[src/sv/pnpl_pkg.sv]
// shared types and constants for the periodic nearest point lookup unit
package pnpl_pkg;

  localparam int MAX_ENTRIES = 1024;
  localparam int ADDR_W      = $clog2(MAX_ENTRIES);
  localparam int COUNT_W     = ADDR_W + 1;
  localparam int POS_W       = 24;
  localparam int DIFF_W      = POS_W + 1;
  localparam int WRAP_W      = POS_W + 2;
  localparam int MAG_W       = POS_W + 1;
  localparam int SQ_W        = 2 * POS_W + 1;
  localparam int CURV_W      = 32;
  localparam int LEN_W       = 23;
  localparam int DIST_W      = 50;
  localparam int CFG_IDX_W   = 2;
  localparam int CFG_DATA_W  = 23;
  localparam int DRAIN_CYCLES = 4;
  localparam int DRAIN_W     = $clog2(DRAIN_CYCLES);

  localparam logic [DIST_W-1:0]  START_DIST  = DIST_W'(20000) << 32;
  localparam logic [DIST_W-1:0]  FAR_DIST    = DIST_W'(4) << 32;
  localparam logic [LEN_W-1:0]   BOX_RESET   = LEN_W'(655360);
  localparam logic [COUNT_W-1:0] COUNT_RESET = COUNT_W'(1);
  localparam logic [COUNT_W-1:0] COUNT_MAX   = COUNT_W'(MAX_ENTRIES);

  typedef enum logic [CFG_IDX_W-1:0] {
    REG_BOX_X       = 2'd0,
    REG_BOX_Y       = 2'd1,
    REG_BOX_Z       = 2'd2,
    REG_ENTRY_COUNT = 2'd3
  } cfg_reg_t;

  typedef enum logic {
    CMD_LOAD  = 1'b0,
    CMD_QUERY = 1'b1
  } command_t;

  typedef enum logic [4:0] {
    ST_IDLE  = 5'b00001,
    ST_SCAN  = 5'b00010,
    ST_DRAIN = 5'b00100,
    ST_FETCH = 5'b01000,
    ST_REPLY = 5'b10000
  } state_t;

  typedef struct packed {
    logic [LEN_W-1:0]   box_x;
    logic [LEN_W-1:0]   box_y;
    logic [LEN_W-1:0]   box_z;
    logic [COUNT_W-1:0] entry_count;
  } cfg_t;

  typedef struct packed {
    logic              load_wr;
    logic              query_init;
    logic              issue;
    logic [ADDR_W-1:0] issue_addr;
    logic              fetch;
  } dp_cmd_t;

endpackage

[src/sv/pnpl_ctrl.sv]
// scan sequencer state machine
module pnpl_ctrl
  import pnpl_pkg::*;
(
  input  logic               clk,
  input  logic               rst,
  input  logic               start,
  input  logic               command,
  input  logic [COUNT_W-1:0] entry_count,
  output logic               busy,
  output logic               result_valid,
  output dp_cmd_t            dp_cmd
);

  state_t             state, state_next;
  logic [COUNT_W-1:0] scan_cnt, scan_cnt_next;
  logic [COUNT_W-1:0] scan_len;
  logic [DRAIN_W-1:0] drain_cnt, drain_cnt_next;
  logic               accept;

  // saturate the scan at the table size
  assign scan_len = (entry_count > COUNT_MAX) ? COUNT_MAX : entry_count;
  assign accept   = start && (state == ST_IDLE);

  always_comb begin
    state_next          = state;
    scan_cnt_next       = scan_cnt;
    drain_cnt_next      = drain_cnt;
    dp_cmd.load_wr      = 1'b0;
    dp_cmd.query_init   = 1'b0;
    dp_cmd.issue        = 1'b0;
    dp_cmd.issue_addr   = scan_cnt[ADDR_W-1:0];
    dp_cmd.fetch        = 1'b0;
    unique case (state)
      ST_IDLE: begin
        scan_cnt_next  = '0;
        drain_cnt_next = '0;
        if (accept) begin
          if (command_t'(command) == CMD_LOAD) begin
            dp_cmd.load_wr = 1'b1;
          end else begin
            dp_cmd.query_init = 1'b1;
            state_next = (scan_len == '0) ? ST_FETCH : ST_SCAN;
          end
        end
      end
      ST_SCAN: begin
        dp_cmd.issue  = 1'b1;
        scan_cnt_next = scan_cnt + COUNT_W'(1);
        if (scan_cnt_next == scan_len) begin
          state_next = ST_DRAIN;
        end
      end
      ST_DRAIN: begin
        drain_cnt_next = drain_cnt + DRAIN_W'(1);
        if (drain_cnt == DRAIN_W'(DRAIN_CYCLES - 1)) begin
          state_next = ST_FETCH;
        end
      end
      ST_FETCH: begin
        dp_cmd.fetch = 1'b1;
        state_next   = ST_REPLY;
      end
      ST_REPLY: begin
        state_next = ST_IDLE;
      end
      default: state_next = ST_IDLE;
    endcase
  end

  always_ff @(posedge clk) begin
    if (rst) begin
      state     <= ST_IDLE;
      scan_cnt  <= '0;
      drain_cnt <= '0;
    end else begin
      state     <= state_next;
      scan_cnt  <= scan_cnt_next;
      drain_cnt <= drain_cnt_next;
    end
  end

  assign busy         = (state != ST_IDLE);
  assign result_valid = (state == ST_REPLY);

endmodule

[config.mk]
export PLATFORM = sky130hd
export DESIGN_NAME = pnpl_ctrl
export DESIGN_NICKNAME = d
export VERILOG_FILES = /design/src/sv/pnpl_pkg.sv /design/src/sv/pnpl_ctrl.sv
export SDC_FILE = /design/constraint.sdc
export NUM_CORES = 1
export LEC_CHECK = 0
export BUFFER_PORTS_ARGS = -buffer_cell sky130_fd_sc_hd__clkbuf_2
export CORE_ASPECT_RATIO = 0.7
export CORE_MARGIN = 10
export CORE_UTILIZATION = 54
export DETAILED_ROUTE_END_ITERATION = 16
export PLACE_DENSITY = 0.85
export SLEW_MARGIN = 25
export SYNTH_ARGS = -nofsm -noshare
export SYNTH_HDL_FRONTEND = slang
export SYNTH_SLANG_ARGS = --single-unit
[constraint.sdc]
create_clock -name clk -period 2.5 [get_ports clk]
set_input_delay 0.125 -clock clk [delete_from_list [all_inputs] [get_ports clk]]
set_output_delay 0.125 -clock clk [all_outputs]
set_load 0.005 [all_outputs]
# Word level (Yosys, flattened, before mapping)
# Index checks and enable logic that the tools add are counted.
[op_classes]
addsub = 2
n_mul = 0
div_mod_pow = 0
n_lt_le_gt_ge = 1
eq_ne = 12
shift = 0
n_mux = 15
bitwise_logic = 0
n_reduce_logical = 5
[op_table]
columns = ["op", "count"]
rows = [
  ["$pmux W11 S2", 1],
  ["$mux W5", 4],
  ["$pmux W5 S4", 1],
  ["$add A11 B1 Y11 const B", 1],
  ["$eq A11 B11 Y1", 1],
  ["$gt A11 B11 Y1 const B", 1],
  ["$logic_not A11 Y1", 1],
  ["$mux W11", 1],
  ["$ne A2 B2 Y1 const B", 4],
  ["$eq A5 B1 Y1 const B", 1],
  ["$eq A5 B2 Y1 const B", 1],
  ["$eq A5 B3 Y1 const B", 1],
  ["$eq A5 B4 Y1 const B", 1],
  ["$eq A5 B5 Y1 const B", 1],
  ["$ne A5 B1 Y1 const B", 1],
  ["$mux W1", 4],
  ["$mux W2", 2],
  ["$mux W4", 1],
  ["$pmux W2 S2", 1],
  ["$reduce_and A4 Y1", 1],
  ["$reduce_bool A2 Y1", 2],
  ["$add A2 B1 Y2 const B", 1],
  ["$eq A2 B2 Y1 const B", 1],
  ["$logic_and A1 B1 Y1", 1],
]
[totals]
reg_bits = 18
latchBits = 0
ramBits = 0
mem_bits_ro = 0
in_bits = 15
output_inout_bits = 16
word_cells = 38
mem_count = 0

# Longest topological paths before layout
[logic_depth]
ltp_word = 7
depth_mapped = 7
depth_no_buf = 7

# Worst setup path before layout
# OpenSTA, ideal clock, no wires.
[synth_path]
kind = "reg2reg"
startpoint = "register scan_cnt[0]"
endpoint = "register state[2]"
setup_ps = 103
arrival_ps = 2051
t_required_ps = 2397
slack_ps = 345
stages_incl_launch_ff = 8
n_path_buf = 0
period_less_slack_ps = 2155
path_cell_list = "dfxtp_1 > ha_1 > nand3_4 > nor4_4 > xnor2_1 > mux2i_1 > nand4_1 > a2111oi_2"
[synth_between]
elab_chain_cells = 4
[synth_rtl]
columns = ["item", "line", "source"]
rows = [
  ["start, declared", "pnpl_ctrl.sv:16", "logic [COUNT_W-1:0] scan_cnt, scan_cnt_next;"],
  ["start signal, assigned", "pnpl_ctrl.sv:78", "scan_cnt <= scan_cnt_next;"],
  ["$add A11 B1 Y11", "pnpl_ctrl.sv:49", "scan_cnt_next = scan_cnt + COUNT_W'(1);"],
  ["$eq A11 B11 Y1", "pnpl_ctrl.sv:50", "if (scan_cnt_next == scan_len) begin"],
  ["$ne A2 B2 Y1 (no source line)", "n/a", ""],
  ["$reduce_and A4 Y1 (no source line)", "n/a", ""],
  ["end signal, assigned", "pnpl_ctrl.sv:77", "state <= state_next;"],
  ["end, declared", "pnpl_ctrl.sv:15", "state_t state, state_next;"],
]
# No other way between the ends.
# A chain may end at the register's enable or synchronous reset.

# Worst setup path in the final report
[layout_path]
startpoint = "register scan_cnt[1]"
endpoint = "register state[2]"
# Same word-level chain as after synthesis.

==> results by group <==
Layout
  – Fin cells: ~250
  – N_diodes: 0
  – Post-layout util: 0.6354
  – Most common cell after layout, fill and taps aside: nor2_1
  – Fillers: between 200 and 250
  – Layout Nets: 229
  – Share of layout cells above drive strength 1: 0.2227
  – Fin area: between 1500 and 2000 µm²
  – Most frequent cells in the layout: nor2_1, clkbuf_2, dfxtp_1
  – Area grow syn2layout: 11.33%

Yosys
  – Syn_area_per_cell: ~7.4 µm²
  – Synth top area share: 0.2549
  – Yosys reg bits: 18
  – Synth warnings: 0
  – Main area contributors after synthesis: dfxtp_1, nor2_1, xnor2_1
  – Count of different cell masters after synthesis: 43
  – Mapped Nets: 209
  – Register area share after synthesis: 0.2549
  – Post-synthesis cell area: about 1400 µm²
  – Yosys top cell by area: dfxtp_1
  – Gate count of the mapped netlist: roughly 190

Setup path
  – CP top delay family: simple AND/OR/NAND/NOR gates
  – CP startpoint kind: flop
  – Reg2reg setup slack: between 150 and 200 ps
  – Slowest stage cell, crit path: dfxtp_1
  – Worst path bufs/invs: 0
  – Reg-to-Reg End: state[2]
  – RR Startpoint: scan_cnt[1]
  – Critical path capture point type: flop
  – Crit path cell chain: ha_1, nand3_4, nor4_4, xnor2_1, mux2i_1, nand4_1, a2111oi_2
  – CP peak stage delay: roughly 420 ps
  – Crit-path max FO: 8
  – Critical path class: flop to flop
  – Crit path DAT: between 2000 and 2500 ps
  – WP data required: between 2000 and 3000 ps
  – Worst Reg-to-Reg Cells: 7

Clocking
  – CTS tree: done
  – Clk_lat worst skew: approximately 260 ps
  – Clock Sinks: 18
  – Post-CTS setup buffer count: 0
  – H-tree levels: 1
  – # hold bufs at CTS: 0
  – Clk pin slew, worst setup/hold paths: 70 ps
  – TritonCTS Buffers: 3
  – Clock Path Buffers: 2
  – Root Buffer: clkbuf_8
  – Post-CTS Resized: 0

Global route
  – First-pass GRT wire length: about 6100 µm
  – Vias in the first global route: around 1300
  – GRT overflow: 0
  – GRT Util Overall: 0.1430
  – Largest net degree at the start of global routing: 20
  – Initial antenna violation count: 0

Pwr
  – Pwr dens: roughly 500 nW/µm²
  – Cell-internal power: 527.9 µW
  – Reg power frac: 0.392
  – Switching power total: around 260 µW
  – Logic pwr share: 0.299
  – Net Sw Frac: 0.3271
  – Clk pwr share: 0.309
  – Max VDD drop: ~0.00027 V
  – Static leakage: around 0.00067 µW
  – Power, Total: between 700 and 800 µW

Drt
  – Via count: roughly 1400
  – WL per Instance: 15.31 µm
  – DRT iter0 DRCs: 169
  – Average vias per placed instance: slightly below 6
  – Final antenna-violating net count: 0
  – Total Wirelength: approximately 3800 µm
  – DRT Pass-1 Iters: 5
  – Number of remaining DRC errors: 0

Hold path
  – Hold Path Stages: 4
  – Hold Path End: state[0]
  – Hold path start: start
  – Min-Delay Path Class: input pin to flop

Timing
  – RSZ-0062 raised after global routing: false
  – Final critical-path share of the clock period: 0.9318
  – Slew Viols, Final: 0
  – Tmin final: about 2300 ps
  – Final Hold Violating Endpoints: 0
  – Top achievable clock speed: about 430 MHz
  – Setup_tns: 0 ps
  – Clock skew: slightly above 5 ps
  – Worst-Margin Slew: about 620 ps
  – Setup-failing EPs final: 0
  – Slew headroom: 0.5824

Placement
  – Post-DP HPWL: roughly 2900 µm
  – Placed insts: approximately 240
  – Gpl congestion: 0.9007
  – Cell Area, Placed: 1519 µm²
  – PortBufs: 30

Floorplan
  – I/O Pins: 31
  – Initial core utilization: 0.5707
  – Core Box Area: 2477 µm²
  – Die area: between 5000 and 6000 µm²
  – Die Y: 62.81 µm
  – DIE WIDTH: slightly above 80 µm
  – Row count: 15

Outcome
  – Outcome: finished, final reports clean

Flow run
  – MaxCap Viol Count: 0
==> worst max-delay path by stage <==
stage / from / to / slack, ps / cells past startpoint
2_1_floorplan: scan_cnt[0] / state[2] / 350 / 7
3_3_place_gp: scan_cnt[1] / state[2] / 290 / 7
3_5_place_dp: scan_cnt[1] / state[2] / 210 / 7
4_1_cts: scan_cnt[1] / state[2] / 190 / 7
5_1_grt: scan_cnt[1] / state[2] / 50 / 7
6_report: scan_cnt[1] / state[2] / 170 / 7
==> cell usage after synthesis (all sizes together) <==
library cell / n
a2111oi: 2
a211o: 1
a211oi: 2
a21oi: 14
a22oi: 2
a2bb2oi: 1
a31oi: 1
a41o: 1
and2: 3
and3: 3
buf: 12
clkbuf: 6
dfxtp: 18
ha: 2
inv: 7
mux2i: 2
nand2: 12
nand2b: 4
nand3: 8
nand3b: 5
nand4: 4
nor2: 33
nor2b: 2
nor3: 9
nor3b: 2
nor4: 2
nor4b: 1
nor4bb: 2
o211ai: 1
o21ai: 11
o2bb2ai: 1
o311ai: 1
or2: 1
or3: 3
xnor2: 12
xor2: 1
==> kinds of logic after synthesis <==
family                     after synthesis  share of synthesized area
DFF                                     18                     0.2549
AOI/OAI and AO/OA                       38                     0.1735
xor gates and xnor gates                13                    0.08053
and+or+nand+nor                         94                     0.3628
muxes                                    2                    0.01416
adders and majority gates                2                    0.01770
buffers and inverters                   25                    0.09646
==> registers in the layout, summed over array words and instances, names as in the netlist <==
register and cells:
drain_cnt 2, state 5, scan_cnt 11
==> per-layer routing <==
layer  up-vias  wire length [µm]  GRT usage
met4         0                24    0.01724
met3         6               377    0.04023
met2        76              1583     0.2004
li1        702                 -          -
met5         -                 0          0
met1       647              1764     0.2115
==> cell type report <==
class / instances / area (µm²) / share of cell area
Multi-Input combinational cell: 149 / 917.1 / 0.5827
Sequential cell: 18 / 360.3 / 0.2289
Inverter: 7 / 26.28 / 0.01669
Tap cell: 34 / 42.54 / 0.02703
Timing Repair Buffer: 33 / 172.7 / 0.1097
Clock buffer: 4 / 55.05 / 0.03498
==> per-stage QoR <==
step | worst slack (ps) | hold WS, ps
floorplan | 345.2 | 281.1
global placement | 292.8 | 448.7
detailed placement | 208.7 | 459.0
CTS | 189.9 | 193.3
global route | 45.32 | 228.1
finish | 170.6 | 194.8
==> power groups by stage <==
stage	clock network [µW]	registers (µW)	logic, µW
2_1_floorplan	0	313	161
3_3_place_gp	0	313	227
3_5_place_dp	0	313	230
4_1_cts	248	307	233
5_1_grt	261	308	264
6_report	243	307	235
==> worst register-to-register path: stages, from the launching register on <==
cell and delay (ps):
dfxtp_1 420, ha_1 310, nand3_4 160, nor4_4 360, xnor2_1 180, mux2i_1 210
nand4_1 210, a2111oi_2 390
Power figures use the tool's default switching activity.
