**config.mk**
```make
export PLATFORM = sky130hd
export DESIGN_NAME = pnpl_cfg
export DESIGN_NICKNAME = d
export VERILOG_FILES = /design/src/sv/pnpl_pkg.sv /design/src/sv/pnpl_cfg.sv
export SDC_FILE = /design/constraint.sdc
export NUM_CORES = 1
export LEC_CHECK = 0
export ABC_AREA = 1
export BUFFER_PORTS_ARGS = -buffer_cell sky130_fd_sc_hd__buf_2
export CORE_MARGIN = 1
export CORE_UTILIZATION = 30
export DETAILED_ROUTE_END_ITERATION = 8
export GPL_TIMING_DRIVEN = 0
export MAX_ROUTING_LAYER = met4
export PLACE_DENSITY = 0.63
export SLEW_MARGIN = 15
export SYNTH_ARGS = -nofsm -noshare
export SYNTH_HDL_FRONTEND = slang
export SYNTH_SLANG_ARGS = --single-unit
export TNS_END_PERCENT = 100
```
**constraint.sdc**
```tcl
create_clock -name clk -period 0.8 [get_ports clk]
set_input_delay 0.04 -clock clk [delete_from_list [all_inputs] [get_ports clk]]
set_output_delay 0.04 -clock clk [all_outputs]
set_load 0.02 [all_outputs]
```
**src/sv/pnpl_pkg.sv**
```systemverilog
// shared types and constants for the periodic nearest point lookup unit
package pnpl_pkg;

  localparam int MAX_ENTRIES = 1024;
  localparam int ADDR_W      = $clog2(MAX_ENTRIES);
  localparam int COUNT_W     = ADDR_W + 1;
  localparam int POS_W       = 24;
  localparam int DIFF_W      = POS_W + 1;
  localparam int WRAP_W      = POS_W + 2;
  localparam int MAG_W       = POS_W + 1;
  localparam int SQ_W        = 2 * POS_W + 1;
  localparam int CURV_W      = 32;
  localparam int LEN_W       = 23;
  localparam int DIST_W      = 50;
  localparam int CFG_IDX_W   = 2;
  localparam int CFG_DATA_W  = 23;
  localparam int DRAIN_CYCLES = 4;
  localparam int DRAIN_W     = $clog2(DRAIN_CYCLES);

  localparam logic [DIST_W-1:0]  START_DIST  = DIST_W'(20000) << 32;
  localparam logic [DIST_W-1:0]  FAR_DIST    = DIST_W'(4) << 32;
  localparam logic [LEN_W-1:0]   BOX_RESET   = LEN_W'(655360);
  localparam logic [COUNT_W-1:0] COUNT_RESET = COUNT_W'(1);
  localparam logic [COUNT_W-1:0] COUNT_MAX   = COUNT_W'(MAX_ENTRIES);

  typedef enum logic [CFG_IDX_W-1:0] {
    REG_BOX_X       = 2'd0,
    REG_BOX_Y       = 2'd1,
    REG_BOX_Z       = 2'd2,
    REG_ENTRY_COUNT = 2'd3
  } cfg_reg_t;

  typedef enum logic {
    CMD_LOAD  = 1'b0,
    CMD_QUERY = 1'b1
  } command_t;

  typedef enum logic [4:0] {
    ST_IDLE  = 5'b00001,
    ST_SCAN  = 5'b00010,
    ST_DRAIN = 5'b00100,
    ST_FETCH = 5'b01000,
    ST_REPLY = 5'b10000
  } state_t;

  typedef struct packed {
    logic [LEN_W-1:0]   box_x;
    logic [LEN_W-1:0]   box_y;
    logic [LEN_W-1:0]   box_z;
    logic [COUNT_W-1:0] entry_count;
  } cfg_t;

  typedef struct packed {
    logic              load_wr;
    logic              query_init;
    logic              issue;
    logic [ADDR_W-1:0] issue_addr;
    logic              fetch;
  } dp_cmd_t;

endpackage

```
**src/sv/pnpl_cfg.sv**
```systemverilog
// configuration register file
module pnpl_cfg
  import pnpl_pkg::*;
(
  input  logic                  clk,
  input  logic                  rst,
  input  logic                  cfg_valid,
  input  logic [CFG_IDX_W-1:0]  cfg_index,
  input  logic [CFG_DATA_W-1:0] cfg_data,
  output cfg_t                  cfg
);

  always_ff @(posedge clk) begin
    if (rst) begin
      cfg.box_x       <= BOX_RESET;
      cfg.box_y       <= BOX_RESET;
      cfg.box_z       <= BOX_RESET;
      cfg.entry_count <= COUNT_RESET;
    end else if (cfg_valid) begin
      unique case (cfg_reg_t'(cfg_index))
        REG_BOX_X:       cfg.box_x       <= cfg_data[LEN_W-1:0];
        REG_BOX_Y:       cfg.box_y       <= cfg_data[LEN_W-1:0];
        REG_BOX_Z:       cfg.box_z       <= cfg_data[LEN_W-1:0];
        REG_ENTRY_COUNT: cfg.entry_count <= cfg_data[COUNT_W-1:0];
        default: ;
      endcase
    end
  end

endmodule

```
* After elaboration in Yosys (flattened, before gate mapping)
Cells that the tools add are included.
** Word-level totals
- Register bits after elaboration :: 80
- Output and inout port bits :: 80
- Input port bits :: 28
- Word-level logic and storage cells :: 12
** Operators by class
- Eq/ne operators :: 3
- Reductions and logical operators :: 5
** Operators with widths (number)
- AND reduction 2 bit :: 4
- == test 2 bit, second input constant :: 2
- == test 2 x 1 -> 1 bit, second input constant :: 1
- logical NOT 2 bit :: 1

* Longest topological paths before layout
Gate-level depths: netlist of the first run.
- Word-level depth :: 2
- Depth in mapped cells :: 7
- Gate-level depth less buffers :: 5

* Worst setup path after synthesis of the first run
OpenSTA, ideal clock, no wires.
- Kind :: input-to-reg
- From :: input cfg_index[1]
- To :: register cfg[64] (netlist bit)
- Library setup time :: 115 ps
- Cell stages on the path :: 6
- Data required time :: 685 ps
- Arrival :: 720 ps
- Path buffers :: 2
- Slack :: -35 ps
- Path through :: buf_2 -> nor2_4 -> buf_2 -> nand3_1 -> nand2_1 -> nor2_1
** Between the ends
- Word-level cells in the longest chain between the ends :: 2
** Ends and longest elaborated chain
- from (decl) :: line pnpl_cfg.sv:8 : input logic [CFG_IDX_W-1:0] cfg_index,
- logical NOT 2 bit :: line pnpl_cfg.sv:20 : unique case (cfg_reg_t'(cfg_index))
- AND reduction 2 bit (no line)
- to (decl) :: line pnpl_cfg.sv:10 : output cfg_t cfg
Every way passes these cells.
A chain may end at the register's enable or synchronous reset.

* Worst setup path after layout of the first run
- From :: register cfg[6] (netlist bit)
- To :: output cfg[6] (netlist bit)
No word-level cell between the ends.

==> out/metrics.csv, run 1 <==
metric;value;unit
status;finished with violations;
violations;setup timing;
dp_hpwl;7270;um
finalInstanceArea;0.00515;mm^2
drv_slew;0;
avgRoutedWirePerCell;12.6;um
drtIter0Drc;125;
grt_util_all_layers;18.5;%
nets;682;
power;0.00947;W
clockBufferDepth;2;
layout_commonest_cell;nand2_1;
regMostFlops;cfg;
max_freq;1.14;GHz
synth-simple-area-share;35.9;%
hold_class;in2reg;
drt_pass1_iterations;4;
drive_above_1_share;35.8;%
synth_area_leaders;dfxtp_1 (48%), nand2_1 (16%), nor2_1 (14%);
die_w;107;um
maxCapViolCount;0;
worstPathMaxFanout;2;
clk_pin_slew;0.09;ns
antenna_found_initial;0;
grt_overflow;0;
cts_buffers;9;
start_util;30.7;%
worstReg2RegStart;cfg[46];
finish.utilization;47.8;%
crit_buf_inv;1;
max_stage_delay;0.36;ns
synth_top_family_by_area;simple AND/OR/NAND/NOR gates;
worstSetupEndpointType;output port;
synth_compound_area_share;3.17;%
setup_viol;80;
highest_layer;met4;
startpoint_type;flop;
wl;10100;um
ys_warn_count;0;
peakVddDrop;1000;uV
slew_headroom;67.3;%
yosysTopAreaCell;dfxtp_1;
grt_pass1_wl;16000;um
cts_tree;done;
ys_seq_area_share;48.3;%
tightestPinTransition;0.490;ns
stdcell_count;799;
wl_met2;4970;um
antenna_cells;0;
drc;0;
ys_ff_latch;80;
cts_root_buf;clkbuf_8;
ff2ff_setup_slack;0.05;ns
gp_congestion;0.890;
syn-num-nets;534;
reg_top3;cfg x80;
synthCells;506;
clk_latency;0.36;ns
finalWorstPathRequiredPeriod;0.878;ns
cp_num_cells;1;
worstPathCellList;buf_6;
grt_pass1_vias;3383;
synthAdderAreaFrac;0;%
hold_viol;0;
die_h;107;um
yosysTopAreaCellShare;48.3;%
area_growth;55.5;%
crit_end;cfg[6];
path_class;reg2out;
fin_skew;0;ns
avgSynthCellArea;6.55;um^2
critPathLaunch;cfg[6];
finalCritPeriodShare;110;%
via_per_inst;4.36;
ant_nets;0;
r2r-end;cfg[46];
htreeDepth;3;
cts.sinks;80;
nFillCells;1099;
synth_xor_area_share;0;%
synthMuxAreaShare;0;%
placed_cells;751;
core;0.0108;mm^2
dr_wl_met3;674;um
synthesis.area;0.00331;mm^2
largest_register_ffs;80;
p_leak;2.70;nW
rsz0062_at_grt;true;
die-area;0.0115;mm^2
met1_length;4310;um
required;0.76;ns
cellPowerDensity;1840;mW/mm^2
slowest_stage;dfxtp_2;
grt_start_max_net_pins;15;
r2r_cells;5;
ios;108;
layout_common_cells;nand2_1 (137), nor2_1 (128), dfxtp_2 (80), buf_6 (80), inv_1 (73);
dpl_cell_area;0.00402;mm^2
critPathTopFamily;flip-flops;
io_buffers;105;
num_rows;38;
num_vias;3483;
tns;-4.39;ns
fin_ws;-0.0783;ns
arrival;0.84;ns
synth.distinct_cells;13;
-- power by group --
group | switching (W) | internal [W]
Combinational | 0.000920 | 0.000761
Sequential | 0.000157 | 0.00423
Clock | 0.00154 | 0.00185
Total | 0.00262 | 0.00685
-- routing by layer --
| layer | GRT usage [%] | vias to the layer above |
|---|---|---|
| li1 | - | 1777 |
| met1 | 20.9 | 1591 |
| met2 | 31.8 | 103 |
| met3 | 5.41 | 12 |
| met4 | 5.19 | 0 |
| met5 | - | - |
-- logic make-up (layout without fill, tap and decap cells) --
kind of cell | Yosys count | in the layout
buffers and inverters | 105 | 258
AO/OA/AOI/OAI | 21 | 21
flip-flops | 80 | 80
AND/OR/NAND/NOR | 300 | 300
-- cells in the mapped netlist --
cell      count
nand2_1     137
nor2_1      128
dfxtp_1      80
inv_1        74
nand3_1      30
a21oi_1      21
buf_2        20
clkbuf_1      5
buf_1         4
inv_2         2
nand3_2       2
nand4_1       2
nor2_4        1
-- what timing repair did --
action	4_1_cts	5_1_grt
buffers inserted	3	5
setup endpoints to repair	80	91
endpoints found under the hold margin	57	0
gates resized for setup	240	3
hold buffers	24	0
-- worst min path at each step --
stage	start	end	slack, ns	cells after the start
6_report	cfg_index[1]	cfg[28]	0.05	3
5_1_grt	cfg_index[1]	cfg[28]	0.04	3
4_1_cts	cfg_index[1]	cfg[28]	0.03	3
3_5_place_dp	rst	cfg[0]	0.28	3
3_3_place_gp	rst	cfg[0]	0.25	3
2_1_floorplan	rst	cfg[0]	0.13	2
-- through the flow --
step                hold slack [ns]  worst slack [ns]
floorplan                     0.132           -0.0346
CTS                          0.0284           -0.0910
finish                       0.0454           -0.0783
global placement              0.253            -0.307
detailed placement            0.281            -0.314
global route                 0.0423            -0.110
-- final cells by class --
cell class | instances | area, um^2 | share of cell area, %
buffer | 29 | 140 | 2.72
sequential | 80 | 1700 | 33.0
multi-input combinational | 321 | 1290 | 25.1
inverter | 76 | 285 | 5.53
timing repair buffer | 137 | 1330 | 25.8
tap | 140 | 175 | 3.40
clock buffer | 10 | 138 | 2.67
clock inverter | 6 | 92.6 | 1.80
Power figures use the tool's default switching activity.
==> run 2, diff against run 1 <==
==> constraint.sdc (replaced) <==
create_clock -name clk -period 0.8 [get_ports clk]
set_input_delay 0.08 -clock clk [delete_from_list [all_inputs] [get_ports clk]]
set_output_delay 0.08 -clock clk [all_outputs]
set_load 0.02 [all_outputs]
==> run 2 against run 1 <==
  * The run still ends with setup timing left
  * Global-route usage is 0.41 points lower
  * Sequential cell count unchanged
  * Clock power is 4% lower
  * Sequential share of layout area is 0.64 points higher
  * First-iteration DRC count rose by 8.0%
  * Power down 1.8%
  * Highest routed layer unchanged
==> out/metrics.csv, run 2 (synthesis gave the netlist of run 1 again) <==
metric;value;unit;change
largest_register_ffs;80;;unchanged
cts_tree;done;;
dp_worst_setup_slack;-0.288;ns;+0.0267 ns
max_freq;1.12;GHz;-1.8%
grt_overflow;0;;unchanged
clockBufferDepth;2;;unchanged
ff2ff_setup_slack;0.03;ns;-0.02 ns
whs_path_depth;3;;unchanged
core;0.0108;mm^2;unchanged
worstReg2RegStart;cfg[29];;
cts_root_buf;clkbuf_8;;
r2r-end;cfg[29];;
reg_top3;cfg x80;;
power.switching;0.00255;W;-2.6%
worstSetupEndpointType;output port;;
finish.utilization;46.9;%;-0.90 points
whs_endpoint;cfg[46];;
die_h;107;um;unchanged
hold_class;in2reg;;
cts.sinks;80;;unchanged
holdCritStartpoint;cfg_data[12];;
worstPathCellList;buf_6;;
required;0.72;ns;-0.04 ns
ant_nets;0;;unchanged
layout_commonest_cell;nand2_1;;
num_vias;3445;;-1.1%
tightestPinTransition;0.487;ns;-0.00314 ns
startpoint_type;flop;;
dpl_cell_area;0.00409;mm^2;+1.7%
die_w;107;um;unchanged
drc;0;;unchanged
io_buffers;105;;unchanged
gp_congestion;0.872;;-2.0%
peakVddDrop;939;uV;-6.3%
timing.hold.ws;0.0160;ns;-0.0293 ns
finalInstanceArea;0.00506;mm^2;-1.9%
regArea;0.00170;mm^2;unchanged
antenna_cells;0;;unchanged
htreeDepth;3;;unchanged
fin_skew;0;ns;unchanged
clk_pin_slew;0.08;ns;about the same
tns;-6.13;ns;-1.74 ns
dp_hpwl;7410;um;+1.9%
grt_pass1_wl;15700;um;-2.0%
wl;9800;um;-2.8%
cellPowerDensity;1840;mW/mm^2;about the same
grt_start_max_net_pins;14;;-1
grt_pass1_vias;3270;;-3.3%
die-area;0.0115;mm^2;unchanged
via_per_inst;4.39;;+0.67%
finalCritPeriodShare;112;%;+2.1 points
power_frac_comb;17.9;%;about the same
multiInputGateArea;0.00130;mm^2;+0.58%
slowest_stage;dfxtp_2;;
drt_pass1_iterations;5;;+1
ios;108;;unchanged
power.internal;0.00674;W;-1.5%
worstPathMaxFanout;2;;unchanged
maxCapViolCount;0;;unchanged
cp_num_cells;1;;unchanged
avgRoutedWirePerCell;12.5;um;-1.1%
rsz0062_at_grt;true;;
nets;668;;-2.1%
fin_ws;-0.0948;ns;-0.0166 ns
arrival;0.81;ns;-0.03 ns
violations;setup timing;;
seq_power_share;47.2;%;+0.8 points
pwr-share-clk;34.9;%;-1.0 points
grt_util_all_layers;18.1;%;-0.41 points
clk_latency;0.33;ns;-0.03 ns
path_class;reg2out;;
drv_slew;0;;unchanged
start_util;30.7;%;unchanged
r2r_cells;5;;unchanged
setup_viol;81;;+1.3%
antenna_found_initial;0;;unchanged
status;finished with violations;;
p_leak;2.67;nW;-1.3%
regMostFlops;cfg;;
slew_headroom;67.5;%;+0.21 points
crit_buf_inv;1;;unchanged
hold_viol;0;;unchanged
critPathTopFamily;flip-flops;;
nFillCells;1092;;-0.64%
swShare;27.5;%;-0.22 points
cts_buffers;9;;unchanged
num_rows;38;;unchanged
layout_common_cells;nand2_1 (137), nor2_1 (128), buf_6 (88);;
max_stage_delay;0.36;ns;about the same
area_growth;52.6;%;
drtIter0Drc;135;;+8.0%
finalWorstPathRequiredPeriod;0.895;ns;+0.0166 ns
drive_above_1_share;37.1;%;+1.2 points
-- run 2: changes by cell type in the layout (fill, tap and decap cells not counted), moves of 6 or more --
cell	change
dlygate4sd3_1	-17
buf_2	-10
buf_6	+8
buf_4	+6
-- run 2: worst max path at each step --
stage / from / to / slack (ns)
2_1_floorplan: cfg_valid / cfg[57] / 0.005
3_3_place_gp: cfg_index[0] / cfg[26] / -0.22
3_5_place_dp: cfg_index[0] / cfg[14] / -0.29
4_1_cts: cfg[14] / cfg[14] / -0.11
5_1_grt: cfg[5] / cfg[5] / -0.13
6_report: cfg[77] / cfg[77] / -0.09
-- run 2: per-stage QoR --
step	std cells	power (W)
floorplan	506	0.00525
global placement	751	0.00571
detailed placement	751	0.00575
CTS	778	0.00935
global route	785	0.00971
finish	785	0.00929
-- run 2: cell type report --
cell class / count / area share [%]
Tap cell: 140 / 3.46
Clock buffer: 11 / 2.60
Clock inverter: 5 / 1.61
Buffer: 29 / 3.96
Sequential cell: 80 / 33.6
Inverter: 76 / 5.64
Timing Repair Buffer: 123 / 23.4
Multi-Input combinational cell: 321 / 25.7
-- run 2: what timing repair did --
action / in CTS / in global routing
hold buffers: 6 / 1
setup endpoints to repair: 80 / 81
setup buffers: 5 / 7
endpoints found under the hold margin: 6 / 1
gates resized for setup: 240 / 0
-- run 2: worst register-to-register path, cell delays in order, from the launching register on --
cell and delay, ns:
dfxtp_2 0.33, buf_4 0.13, inv_1 0.06, nand2_1 0.05, nand2_1 0.06, nor2_1 0.05
-- run 2: routing by layer --
metal / part of all wire, % / global-route usage [%] / vias up
met2: 49 / 30.8 / 111
met4: 1.1 / 4.99 / 0
li1: - / - / 1746
met3: 6.8 / 4.74 / 11
met1: 44 / 21.1 / 1577
met5: 0 / - / -
-- run 2: power by group through the flow --
stage / clock network (W) / registers, W / logic (W)
2_1_floorplan: 0 / 0.00464 / 0.000609
3_5_place_dp: 0 / 0.00439 / 0.00136
5_1_grt: 0.00348 / 0.00441 / 0.00182
6_report: 0.00325 / 0.00439 / 0.00166
4_1_cts: 0.00332 / 0.00439 / 0.00164
3_3_place_gp: 0 / 0.00438 / 0.00133
==> run 3, diff against run 2 <==
Settings changed: CORE_UTILIZATION 30 to 45, PLACE_DENSITY 0.63 to 0.84, SETUP_SLACK_MARGIN from default to 0.05.
==> run 3 against run 2 <==
  * The run ends with hold timing, setup timing left
  * Global-route usage increased by 10 points
  * Sequential share of layout area decreased by 1.1 points
  * Sequential cell count unchanged
  * Combinational power increased by 9%
  * Wire length increased by 6.4%
  * First-iteration DRC count increased by 79%
  * Worst hold slack got worse by 0.019 ns
==> out/metrics.csv, run 3 (synthesis gave the netlist of run 1 again) <==
metric;value;unit;change
status;finished with violations;;
violations;hold timing, setup timing;;
avgRoutedWirePerCell;13.9;um;+11%
worstSetupEndpointType;output port;;
arrival;0.85;ns;+0.04 ns
worstReg2RegStart;cfg[66];;
slew_headroom;69.6;%;+2.0 points
fin_ws;-0.125;ns;-0.0306 ns
drv_slew;0;;unchanged
finalInstanceArea;0.00522;mm^2;+3.3%
cts_root_buf;clkbuf_8;;
grt_pass1_vias;3399;;+3.9%
crit_buf_inv;1;;unchanged
worstPathMaxFanout;2;;unchanged
whs_path_depth;3;;unchanged
core;0.00694;mm^2;-36%
maxCapViolCount;0;;unchanged
dp_hpwl;6450;um;-13%
r2r-end;cfg[66];;
grt_util_all_layers;28.2;%;+10 points
fin_skew;0;ns;unchanged
r2r_cells;4;;-1
die_h;87.8;um;-18%
slowest_stage;dfxtp_2;;
grt_start_max_net_pins;15;;+1
ff2ff_setup_slack;0.01;ns;-0.02 ns
drc;0;;unchanged
grt_pass1_wl;16000;um;+2.4%
nets;677;;+1.3%
critPathTopFamily;flip-flops;;
rsz0062_at_grt;true;;
area_growth;57.6;%;
tightestPinTransition;0.456;ns;-0.0304 ns
tns;-7.77;ns;-1.64 ns
holdCritStartpoint;cfg_data[9];;
reg_top3;cfg x80;;
layout_common_cells;nand2_1 (133), nor2_1 (128), buf_6 (96);;
p_leak;2.73;nW;+2.5%
htreeDepth;3;;unchanged
num_rows;30;;-21%
grt_overflow;0;;unchanged
cellPowerDensity;1770;mW/mm^2;-3.6%
timing.hold.ws;-0.00300;ns;-0.0190 ns
path_class;reg2out;;
finalWorstPathRequiredPeriod;0.925;ns;+0.0306 ns
drtIter0Drc;242;;+79%
drive_above_1_share;42.0;%;+5.0 points
cts.sinks;80;;unchanged
io_buffers;105;;unchanged
ios;108;;unchanged
gp_congestion;0.868;;-0.44%
cts_tree;done;;
clk_latency;0.35;ns;+0.02 ns
dpl_cell_area;0.00409;mm^2;about the same
ant_nets;0;;unchanged
power;0.00925;W;-0.46%
die_w;87.8;um;-18%
clk_pin_slew;0.09;ns;about the same
max_stage_delay;0.37;ns;about the same
setup_viol;80;;-1.2%
die-area;0.00771;mm^2;-33%
clockBufferDepth;2;;unchanged
regMostFlops;cfg;;
max_freq;1.08;GHz;-3.3%
hold_class;in2reg;;
layout_commonest_cell;nand2_1;;
peakVddDrop;993;uV;+5.7%
largest_register_ffs;80;;unchanged
worstPathCellList;buf_6;;
finalCritPeriodShare;116;%;+3.8 points
start_util;47.7;%;+17 points
startpoint_type;flop;;
whs_endpoint;cfg[9];;
num_vias;3589;;+4.2%
via_per_inst;4.78;;+8.9%
wl;10400;um;+6.4%
cts_buffers;9;;unchanged
antenna_found_initial;1;;+1
drt_pass1_iterations;5;;unchanged
required;0.72;ns;about the same
hold_viol;1;;+1
-- run 3: changes by cell type in the layout (fill, tap and decap cells not counted), sizes merged, moves of 2 or more --
cell / delta
dlygate4sd3: +4
clkinvlp: +3
clkinv: -2
dlymetal6s4s: +2
-- run 3: timing repair --
action                                  4_1_cts  5_1_grt
cloned                                        0        0
hold buffers                                 12        1
endpoints found under the setup margin       80      119
hold endpoints to repair                     19        1
pin swaps                                     0        9
setup buffers                                12       11
gates resized for setup                     241       34
-- run 3: power by group --
part / switching [W] / total, W / leakage (nW) / internal, W
logic: 0.000985 / 0.00181 / 1.96 / 0.000824
registers: 0.000164 / 0.00440 / 0.683 / 0.00423
clock network: 0.00159 / 0.00304 / 0.0851 / 0.00145
-- run 3: through the flow --
step | hold WS [ns] | utilization, % | setup WS (ns) | instances
detailed placement | 0.315 | 58.9 | -0.264 | 707
global route | 0.0155 | 75.2 | -0.150 | 751
finish | -0.00300 | 75.2 | -0.125 | 751
global placement | 0.318 | 58.9 | -0.226 | 707
floorplan | 0.172 | - | 0.0242 | 506
CTS | 0.000307 | 73.4 | -0.118 | 747
-- run 3: routing by layer --
| metal | share of wire [%] | GRT usage, % |
|---|---|---|
| met3 | 5.6 | 4.24 |
| met4 | 4.3 | 14.2 |
| met2 | 48 | 46.4 |
| met5 | 0 | - |
| met1 | 42 | 33.6 |
-- run 3: worst register-to-register path: stages, from the launching register on --
cell and delay (ns):
dfxtp_2 0.33, buf_6 0.11, buf_6 0.10, a21oi_2 0.10, nor2_1 0.04
-- run 3: worst max-delay path by stage --
stage / startpoint / end / cells after the start
floorplan: cfg_index[1] / cfg[67] / 6
global placement: cfg_index[0] / cfg[27] / 7
detailed placement: cfg_index[0] / cfg[27] / 7
CTS: cfg[55] / cfg[55] / 1
global route: cfg[16] / cfg[16] / 1
finish: cfg[14] / cfg[14] / 1
-- run 3: layout make-up --
class	count	area [um^2]
clock buffer	10	128
timing repair buffer	132	1310
tap	96	120
fill	467	1720
antenna	1	2.50
clock inverter	6	68.8
multi-input combinational	321	1380
sequential	80	1700
inverter	76	285
buffer	29	226
